**config.mk**
```make
export PLATFORM = sky130hd
export DESIGN_NAME = mqtt_response_header_parser_top
export DESIGN_NICKNAME = d
export VERILOG_FILES = /design/src/rtl/mrhp_pkg.sv /design/src/rtl/mrhp_in_reg.sv /design/src/rtl/mrhp_parser.sv /design/src/rtl/mrhp_out_reg.sv /design/src/rtl/mqtt_response_header_parser_top.sv
export SDC_FILE = /design/constraint.sdc
export NUM_CORES = 1
export LEC_CHECK = 0
export BUFFER_PORTS_ARGS = -buffer_cell sky130_fd_sc_hd__clkbuf_2
export CAP_MARGIN = 20
export CORE_ASPECT_RATIO = 1.1
export CORE_UTILIZATION = 61
export DETAILED_ROUTE_END_ITERATION = 7
export HOLD_SLACK_MARGIN = 0.12
export PLACE_DENSITY = 0.81
export REMOVE_ABC_BUFFERS = 1
export SLEW_MARGIN = 20
export SYNTH_ARGS = -nofsm -noshare
export SYNTH_HDL_FRONTEND = slang
export SYNTH_SLANG_ARGS = --single-unit
```
**constraint.sdc**
```tcl
create_clock -name aclk -period 7 [get_ports aclk]
set_input_delay 0.35 -clock aclk [delete_from_list [all_inputs] [get_ports aclk]]
set_output_delay 0.35 -clock aclk [all_outputs]
set_load 0.02 [all_outputs]
```
**src/rtl/mrhp_pkg.sv**
```systemverilog
// Shared types and constants for the MQTT response header parser.
package mrhp_pkg;

    // Longest base-128 remaining length encoding accepted, in bytes (1 to 4).
    localparam int unsigned MAX_LENGTH_BYTES = 4;

    localparam int unsigned BYTE_W  = 8;
    localparam int unsigned SEC_W   = 3;
    localparam int unsigned TYPE_W  = 4;
    localparam int unsigned QOS_W   = 2;
    localparam int unsigned LEN_W   = 28;
    localparam int unsigned TOPIC_W = 16;
    localparam int unsigned ID_W    = 16;

    // Section tags reported with every byte.
    localparam logic [SEC_W-1:0] SEC_FIRST  = 3'd0;
    localparam logic [SEC_W-1:0] SEC_LEN    = 3'd1;
    localparam logic [SEC_W-1:0] SEC_TOPLEN = 3'd2;
    localparam logic [SEC_W-1:0] SEC_TOPIC  = 3'd3;
    localparam logic [SEC_W-1:0] SEC_ID     = 3'd4;
    localparam logic [SEC_W-1:0] SEC_BODY   = 3'd5;

    // Control packet types that carry extra header fields.
    localparam logic [TYPE_W-1:0] TYPE_PUBLISH = 4'd3;
    localparam logic [TYPE_W-1:0] TYPE_PUBACK  = 4'd4;
    localparam logic [TYPE_W-1:0] TYPE_SUBACK  = 4'd9;

    // One result item as it leaves the parser.
    typedef struct packed {
        logic [BYTE_W-1:0]  byte_out;
        logic [SEC_W-1:0]   section;
        logic [TYPE_W-1:0]  packet_type;
        logic [QOS_W-1:0]   qos;
        logic [LEN_W-1:0]   remaining_length;
        logic [TOPIC_W-1:0] topic_size;
        logic [ID_W-1:0]    packet_id;
        logic [LEN_W-1:0]   payload_length;
        logic               header_done;
        logic               packet_end;
        logic               error;
    } result_t;

endpackage

```
**src/rtl/mrhp_in_reg.sv**
```systemverilog
// Input register: holds one accepted byte until the parser consumes it.
module mrhp_in_reg (
    input  logic                           aclk,
    input  logic                           aresetn,
    input  logic                           s_valid,
    output logic                           s_ready,
    input  logic [mrhp_pkg::BYTE_W-1:0]    s_data_byte,
    input  logic                           advance,
    output logic                           in_valid,
    output logic [mrhp_pkg::BYTE_W-1:0]    in_byte
);

    logic                        valid_reg;
    logic [mrhp_pkg::BYTE_W-1:0] byte_reg;

    // The register may be refilled when empty or when its byte moves on this cycle.
    assign s_ready  = !valid_reg || advance;
    assign in_valid = valid_reg;
    assign in_byte  = byte_reg;

    always_ff @(posedge aclk) begin
        if (!aresetn) begin
            valid_reg <= 1'b0;
        end else if (s_ready) begin
            valid_reg <= s_valid;
        end
    end

    // Payload is captured on each input transfer and needs no reset.
    always_ff @(posedge aclk) begin
        if (s_valid && s_ready) begin
            byte_reg <= s_data_byte;
        end
    end

endmodule

```
**src/rtl/mrhp_parser.sv**
```systemverilog
// Header state and the per-byte decode; the state moves on when a byte advances.
module mrhp_parser #(
    parameter int unsigned MAX_LENGTH_BYTES = mrhp_pkg::MAX_LENGTH_BYTES
) (
    input  logic                        aclk,
    input  logic                        aresetn,
    input  logic                        advance,
    input  logic [mrhp_pkg::BYTE_W-1:0] in_byte,
    output mrhp_pkg::result_t           res
);

    typedef enum logic [mrhp_pkg::SEC_W-1:0] {
        PH_FIRST  = mrhp_pkg::SEC_FIRST,
        PH_LEN    = mrhp_pkg::SEC_LEN,
        PH_TOPLEN = mrhp_pkg::SEC_TOPLEN,
        PH_TOPIC  = mrhp_pkg::SEC_TOPIC,
        PH_ID     = mrhp_pkg::SEC_ID,
        PH_BODY   = mrhp_pkg::SEC_BODY
    } phase_t;

    phase_t                         phase_reg, phase_next, after_topic;
    logic [mrhp_pkg::TYPE_W-1:0]    type_reg, type_next;
    logic [mrhp_pkg::QOS_W-1:0]     qos_reg, qos_next;
    logic [mrhp_pkg::LEN_W-1:0]     acc_reg, acc_next;
    logic [2:0]                     lbc_reg, lbc_next;
    logic [mrhp_pkg::LEN_W-1:0]     left_reg, left_next;
    logic [mrhp_pkg::TOPIC_W-1:0]   tlen_reg, tlen_next;
    logic [mrhp_pkg::TOPIC_W-1:0]   tleft_reg, tleft_next;
    logic [mrhp_pkg::ID_W-1:0]      id_reg, id_next;
    logic [1:0]                     idc_reg, idc_next;

    logic [mrhp_pkg::LEN_W-1:0]     len_add;
    logic [17:0]                    need;
    logic [mrhp_pkg::LEN_W-1:0]     payload;
    logic                           hdone, pend, err, count_down, tl_known;

    // Seven payload bits of a length byte, placed at the weight of its position.
    always_comb begin
        case (lbc_reg[1:0])
            2'd0:    len_add = {21'd0, in_byte[6:0]};
            2'd1:    len_add = {14'd0, in_byte[6:0], 7'd0};
            2'd2:    len_add = {7'd0, in_byte[6:0], 14'd0};
            default: len_add = {in_byte[6:0], 21'd0};
        endcase
    end

    assign after_topic = (qos_reg != '0) ? PH_ID : PH_BODY;

    // Next state and flags for the byte in the input register.
    always_comb begin
        type_next  = type_reg;
        qos_next   = qos_reg;
        acc_next   = acc_reg;
        lbc_next   = lbc_reg;
        left_next  = left_reg;
        tlen_next  = tlen_reg;
        tleft_next = tleft_reg;
        id_next    = id_reg;
        idc_next   = idc_reg;
        phase_next = phase_reg;
        hdone      = 1'b0;
        pend       = 1'b0;
        err        = 1'b0;
        count_down = 1'b0;

        case (phase_reg)
            PH_LEN: begin
                if (lbc_reg < 3'd4) begin
                    acc_next = acc_reg + len_add;
                end
                lbc_next = lbc_reg + 3'd1;
                if (in_byte[7]) begin
                    // Continuation past the longest allowed encoding ends the packet.
                    if (lbc_next >= 3'(MAX_LENGTH_BYTES)) begin
                        err        = 1'b1;
                        pend       = 1'b1;
                        phase_next = PH_FIRST;
                    end
                end else begin
                    left_next = acc_next;
                    if (type_reg == mrhp_pkg::TYPE_PUBLISH) begin
                        phase_next = PH_TOPLEN;
                        lbc_next   = 3'd0;
                    end else if (type_reg == mrhp_pkg::TYPE_PUBACK ||
                                 type_reg == mrhp_pkg::TYPE_SUBACK) begin
                        phase_next = PH_ID;
                    end else begin
                        phase_next = PH_BODY;
                        hdone      = 1'b1;
                    end
                    // A zero length is short for types that expect header fields.
                    if (acc_next == '0) begin
                        pend       = 1'b1;
                        err        = (phase_next != PH_BODY);
                        phase_next = PH_FIRST;
                    end
                end
            end
            PH_TOPLEN: begin
                count_down = 1'b1;
                if (lbc_reg == 3'd0) begin
                    tlen_next = {in_byte, 8'd0};
                    lbc_next  = 3'd1;
                end else begin
                    tlen_next  = tlen_reg | {8'd0, in_byte};
                    lbc_next   = 3'd2;
                    tleft_next = tlen_next;
                    phase_next = (tlen_next != '0) ? PH_TOPIC : after_topic;
                    hdone      = (phase_next == PH_BODY);
                end
            end
            PH_TOPIC: begin
                count_down = 1'b1;
                tleft_next = tleft_reg - 16'd1;
                if (tleft_next == '0) begin
                    phase_next = after_topic;
                    hdone      = (phase_next == PH_BODY);
                end
            end
            PH_ID: begin
                count_down = 1'b1;
                id_next    = {id_reg[7:0], in_byte};
                idc_next   = idc_reg + 2'd1;
                if (idc_next >= 2'd2) begin
                    phase_next = PH_BODY;
                    hdone      = 1'b1;
                end
            end
            PH_BODY: begin
                count_down = 1'b1;
            end
            default: begin
                // First byte of a packet: type, QoS and a fresh header.
                type_next  = in_byte[7:4];
                qos_next   = in_byte[2:1];
                acc_next   = '0;
                lbc_next   = 3'd0;
                left_next  = '0;
                tlen_next  = '0;
                tleft_next = '0;
                id_next    = '0;
                idc_next   = 2'd0;
                phase_next = PH_LEN;
            end
        endcase

        // Every byte after the length counts down the remaining length.
        if (count_down) begin
            if (left_reg != '0) begin
                left_next = left_reg - 28'd1;
            end
            if (left_next == '0) begin
                pend       = 1'b1;
                err        = (phase_next != PH_BODY);
                phase_next = PH_FIRST;
            end
        end
    end

    // Publish payload size once the topic length is known.
    always_comb begin
        tl_known = (type_next == mrhp_pkg::TYPE_PUBLISH) &&
                   ((phase_reg == PH_TOPLEN && lbc_next == 3'd2) ||
                    phase_reg == PH_TOPIC || phase_reg == PH_ID ||
                    phase_reg == PH_BODY);
        need     = 18'd2 + 18'(tlen_next) + ((qos_next != '0) ? 18'd2 : 18'd0);
        payload  = '0;
        if (tl_known && (28'(need) <= acc_next)) begin
            payload = acc_next - 28'(need);
        end
    end

    // Result item for this byte.
    always_comb begin
        res.byte_out         = in_byte;
        res.section          = phase_reg;
        res.packet_type      = type_next;
        res.qos              = qos_next;
        res.remaining_length = acc_next;
        res.topic_size       = tlen_next;
        res.packet_id        = (idc_next >= 2'd2) ? id_next : '0;
        res.payload_length   = payload;
        res.header_done      = hdone;
        res.packet_end       = pend;
        res.error            = err;
    end

    // Header state, updated once per consumed byte.
    always_ff @(posedge aclk) begin
        if (!aresetn) begin
            phase_reg <= PH_FIRST;
            type_reg  <= '0;
            qos_reg   <= '0;
            acc_reg   <= '0;
            lbc_reg   <= '0;
            left_reg  <= '0;
            tlen_reg  <= '0;
            tleft_reg <= '0;
            id_reg    <= '0;
            idc_reg   <= '0;
        end else if (advance) begin
            phase_reg <= phase_next;
            type_reg  <= type_next;
            qos_reg   <= qos_next;
            acc_reg   <= acc_next;
            lbc_reg   <= lbc_next;
            left_reg  <= left_next;
            tlen_reg  <= tlen_next;
            tleft_reg <= tleft_next;
            id_reg    <= id_next;
            idc_reg   <= idc_next;
        end
    end

endmodule

```
**src/rtl/mrhp_out_reg.sv**
```systemverilog
// Result register: holds one result item until the consumer takes it.
module mrhp_out_reg (
    input  logic              aclk,
    input  logic              aresetn,
    input  logic              advance,
    input  mrhp_pkg::result_t res,
    input  logic              m_ready,
    output logic              m_valid,
    output mrhp_pkg::result_t out_res
);

    logic              valid_reg;
    mrhp_pkg::result_t res_reg;

    assign m_valid = valid_reg;
    assign out_res = res_reg;

    always_ff @(posedge aclk) begin
        if (!aresetn) begin
            valid_reg <= 1'b0;
        end else if (advance) begin
            valid_reg <= 1'b1;
        end else if (m_ready) begin
            valid_reg <= 1'b0;
        end
    end

    // Payload loads with each new item and needs no reset.
    always_ff @(posedge aclk) begin
        if (advance) begin
            res_reg <= res;
        end
    end

endmodule

```
**src/rtl/mqtt_response_header_parser_top.sv**
```systemverilog
// A result is registered when its byte leaves the input register; the byte waits
// there until the result register is empty or being emptied.
// Throughput: one byte per cycle while the consumer takes results without stalling.
// Reset: synchronous, active low; both registers empty and the parser expecting the
// first byte of a packet with all header fields cleared.
module mqtt_response_header_parser_top #(
    parameter int unsigned MAX_LENGTH_BYTES = mrhp_pkg::MAX_LENGTH_BYTES
) (
    input  logic                            aclk,
    input  logic                            aresetn,
    input  logic                            s_valid,
    output logic                            s_ready,
    input  logic [mrhp_pkg::BYTE_W-1:0]     s_data_byte,
    output logic                            m_valid,
    input  logic                            m_ready,
    output logic [mrhp_pkg::BYTE_W-1:0]     m_byte_out,
    output logic [mrhp_pkg::SEC_W-1:0]      m_section,
    output logic [mrhp_pkg::TYPE_W-1:0]     m_packet_type,
    output logic [mrhp_pkg::QOS_W-1:0]      m_qos,
    output logic [mrhp_pkg::LEN_W-1:0]      m_remaining_length,
    output logic [mrhp_pkg::TOPIC_W-1:0]    m_topic_length,
    output logic [mrhp_pkg::ID_W-1:0]       m_packet_id,
    output logic [mrhp_pkg::LEN_W-1:0]      m_payload_length,
    output logic                            m_header_done,
    output logic                            m_packet_end,
    output logic                            m_error
);

    logic                        in_valid;
    logic [mrhp_pkg::BYTE_W-1:0] in_byte;
    logic                        advance;
    mrhp_pkg::result_t           res;
    mrhp_pkg::result_t           out_res;

    // A byte moves on when the result register is empty or being emptied.
    assign advance = in_valid && (!m_valid || m_ready);

    mrhp_in_reg u_in_reg (
        .aclk        (aclk),
        .aresetn     (aresetn),
        .s_valid     (s_valid),
        .s_ready     (s_ready),
        .s_data_byte (s_data_byte),
        .advance     (advance),
        .in_valid    (in_valid),
        .in_byte     (in_byte)
    );

    mrhp_parser #(
        .MAX_LENGTH_BYTES (MAX_LENGTH_BYTES)
    ) u_parser (
        .aclk    (aclk),
        .aresetn (aresetn),
        .advance (advance),
        .in_byte (in_byte),
        .res     (res)
    );

    mrhp_out_reg u_out_reg (
        .aclk    (aclk),
        .aresetn (aresetn),
        .advance (advance),
        .res     (res),
        .m_ready (m_ready),
        .m_valid (m_valid),
        .out_res (out_res)
    );

    assign m_byte_out         = out_res.byte_out;
    assign m_section          = out_res.section;
    assign m_packet_type      = out_res.packet_type;
    assign m_qos              = out_res.qos;
    assign m_remaining_length = out_res.remaining_length;
    assign m_topic_length     = out_res.topic_size;
    assign m_packet_id        = out_res.packet_id;
    assign m_payload_length   = out_res.payload_length;
    assign m_header_done      = out_res.header_done;
    assign m_packet_end       = out_res.packet_end;
    assign m_error            = out_res.error;

endmodule

```
==> results.md <==
* Maximum clock insertion buffer count at 3
* Initial antenna violation count at 1
* CTS sink count at 236
* CP required at 7.37 ns
* Worst vdd ir at 0.000243 V
* Top FF cell, synth: dfxtp_1
* Die ar. at 24900 um2
* Maximum clock frequency at 154 MHz
* Crit path kind: register to register
* H-tree depth at 1
* Synth top area share at 0.235
* Hold path start: m_ready
* Clk root buf: clkbuf_16
* Drt wl/cell at 21.4 um
* Synth area leader: edfxtp_1
* Port Buffers at 121
* PwrDens at 219 nW/um2
* RR Endpoint: u_out_reg.out_res[30]$_SDFFCE_PN0P_
* Critical path fanouts, max at 10
* Total number of vias at 14005
* Gpl congestion at 0.972
* Clk_lat worst skew at 0.54 ns
* Total track usage at 0.363
* Clock transition at path regs at 0.07 ns
* Post-synthesis async set-or-reset flop share at 0
* Die X-Extent at 151 um
* Max reg flops at 108
* Relative slew slack at 0.258
* Core Rows at 59
* Worst setup EP type: register
* WP buf/inv at 0
* Flop-to-flop setup slack at 0.52 ns
* #FFs+latches synth at 236
* Worst Max-Slew Pin Slew at 1.11 ns
* Register area share after synthesis at 0.398
* Fin Hold WS at 0.140 ns
* Largest net degree at the start of global routing at 131
* DR iter-0 viols at 1756
* Setup_tns at 0 ns
* TritonCTS Buffers at 25
* CP most frequent cell: ha_1
* Core ar. at 23800 um2
* Vias per cell at 6.60
* Top cells by count, synth: 235 x nor2_1, 150 x nand2_1, 120 x dfxtp_1, 116 x edfxtp_1, 109 x o21ai_0
* Max Slew Vio Count at 0
* RSZ-0062 raised after global routing: false
* Delay-heaviest family, CP: compound AO/OA/AOI/OAI gates
* Worst path max stage delay at 0.56 ns
* Pre-antenna DRT Iters at 6
* Critical path arrival at 6.85 ns
* Stages on the worst setup path at 21
* RR Startpoint: u_parser.lbc_reg[0]$_SDFFE_PN0P_
* YS warnings at 0
* Multi-input logic area at 8340 um2
* Vias in the first global route at 12814
* Setup violations, final at 0
* Share of layout cells above drive strength 1 at 0.134
* Detailed-route DRC error count at 0
* Area Growth Syn to Fin at 11.7%
* Cells after Synth at 1721
* Num ports at 122
* Period Utilization, post-route at 0.926
* Fill cell count at 1910
* DP HPWL at 31.9 mm
* Reg2Reg Depth at 21
* Hold path depth at 4
* Post-CTS setup buffer count at 0
* Fin. Hold Viols at 0
* Largest cells by area after synthesis: edfxtp_1 24%, dfxtp_1 16%, nor2_1 6.0%
* Cell Area, Synth at 14800 um2
* First-pass GRT wire length at 70.2 mm
* Total Routed Length at 45.4 mm
* Hold EP: u_out_reg.m_valid$_SDFFE_PN0P_
* Initial Utilization at 0.623
* Count leader, synth: nor2_1
* Final ANT Viol Nets at 0
* Max Cap Violations at 0
* Diodes inserted at 0
* Nets@finish at 1868
* CP max stage cell: o31ai_1
* Post-synth EDFFs at 116
* Synth Area per Inst at 8.60 um2
* Crit-path cells: ha_1 -> nor2b_1 -> and2_1 -> ha_1 -> fa_1 -> nand3_1 -> a21oi_1 -> o21a_1 -> o31ai_1 -> a22o_1 -> ha_1 -> a21o_1 -> a21o_1 -> or3_1 -> o211ai_1 -> a31oi_1 -> o31a_1 -> nor3_1 -> nand3b_1 -> or3b_2 -> a21boi_0
* Status: completed
* Grt ovf at 0
* Fin crit period at 6.48 ns
* Hold Crit Class: primary input to register
* FF/Latch Area at 5890 um2
* Post-synth cell types at 95
* TritonCTS clock tree: built
* Die Y at 165 um
* Clock skew at 0.0165 ns
* Leak Pwr at 6.52 nW
* Critical Path Source Type: register
area by class of cell:
cell class	count	share of cell area
clock inverters	19	0.0129
inverters	46	0.0108
clock buffers	27	0.0383
multi-input cells	1334	0.505
well taps	305	0.0231
flip-flops and latches	236	0.356
repair buffers	154	0.0538
metrics by stage:
step / worst slack [ns] / cells / area [um2] / power, mW / utilization
3_3_place_gp: 0.535 / 2065 / 15500 / 2.22 / 0.654
6_report: 0.516 / 2121 / 16500 / 3.61 / 0.695
4_1_cts: 0.180 / 2120 / 16500 / 3.60 / 0.693
2_1_floorplan: -0.241 / 1616 / 14400 / 2.04 / -
5_1_grt: 0.0481 / 2121 / 16500 / 3.73 / 0.695
3_5_place_dp: 0.225 / 2065 / 15500 / 2.23 / 0.654
worst reg2reg max path, delay by kind of cell, from the launching register on:
kind                     cells  cell delay, ns
adder cells (fa/ha/maj)      4            1.37
AO/OA/AOI/OAI               10            2.60
flip-flops                   1            0.42
AND/OR/NAND/NOR              7            1.92
routing by layer:
| metal | vias up | part of all wire | track usage |
|---|---|---|---|
| li1 | 6487 | - | - |
| met1 | 6639 | 0.41 | 0.488 |
| met2 | 744 | 0.46 | 0.594 |
| met3 | 133 | 0.091 | 0.0437 |
| met4 | 2 | 0.039 | 0.143 |
| met5 | - | 0.00026 | 0 |
cells in the final DEF (no fill, tap or decap), types with 11 or more instances in the layout:
master     count
xnor2_1       59
nor3_1        53
inv_1         43
nand3_1       28
nor4_1        20
and3_1        13
and2_1        47
o211ai_1      16
mux2i_1       20
a22oi_1       65
or3_1         21
clkbuf_16     25
dfxtp_1      119
a31oi_1       11
xor2_1        20
nor2_1       232
nand2_1      150
a21oi_1      107
ha_1          56
o21ai_0      109
a22o_1        14
edfxtp_1     116
buf_4         23
nand4_1       16
clkbuf_2     121
o21a_1        11
nor2b_1       11
nand2b_1      15
a211oi_1      31
a21o_1        22
how the worst max path moves through the flow:
stage	startpoint	endpoint	slack, ns
2_1_floorplan	u_out_reg.m_valid$_SDFFE_PN0P_	u_parser.tleft_reg[11]$_SDFFE_PN0P_	-0.24
3_3_place_gp	u_parser.phase_reg[1]$_SDFFE_PN0P_	u_out_reg.out_res[6]$_SDFFCE_PN0P_	0.54
3_5_place_dp	u_parser.phase_reg[1]$_SDFFE_PN0P_	u_out_reg.out_res[21]$_SDFFCE_PN0P_	0.22
4_1_cts	u_parser.phase_reg[1]$_SDFFE_PN0P_	u_out_reg.out_res[21]$_SDFFCE_PN0P_	0.18
5_1_grt	u_parser.lbc_reg[0]$_SDFFE_PN0P_	u_out_reg.out_res[21]$_SDFFCE_PN0P_	0.05
6_report	u_parser.lbc_reg[0]$_SDFFE_PN0P_	u_out_reg.out_res[30]$_SDFFCE_PN0P_	0.52
repair_timing:
| action | in CTS | in global routing |
|---|---|---|
| resized for setup | 0 | 6 |
| hold endpoints to repair | 9 | 0 |
| setup endpoints to repair | 0 | 28 |
| hold buffers | 9 | 0 |
logic make-up (layout without fill, tap and decap cells):
kind of cell	Yosys count	count (layout)	share of synthesized area
and+or+nand+nor	664	664	0.218
AOI/OAI and AO/OA	505	505	0.228
DFF	236	236	0.398
buffers and inverters	151	246	0.0408
xor gates and xnor gates	79	79	0.0468
adders and majority gates	59	59	0.0509
muxes	26	26	0.0181
other	1	1	0.000253
power breakdown:
group          leakage, nW  switching [mW]  internal (mW)  total, mW
logic                 3.99           0.439          0.236      0.676
clock network        0.413           0.576          0.807       1.38
registers             2.11          0.0521           1.50       1.55
total                 6.52            1.07           2.54       3.61
(Power assumes the default switching activity.)
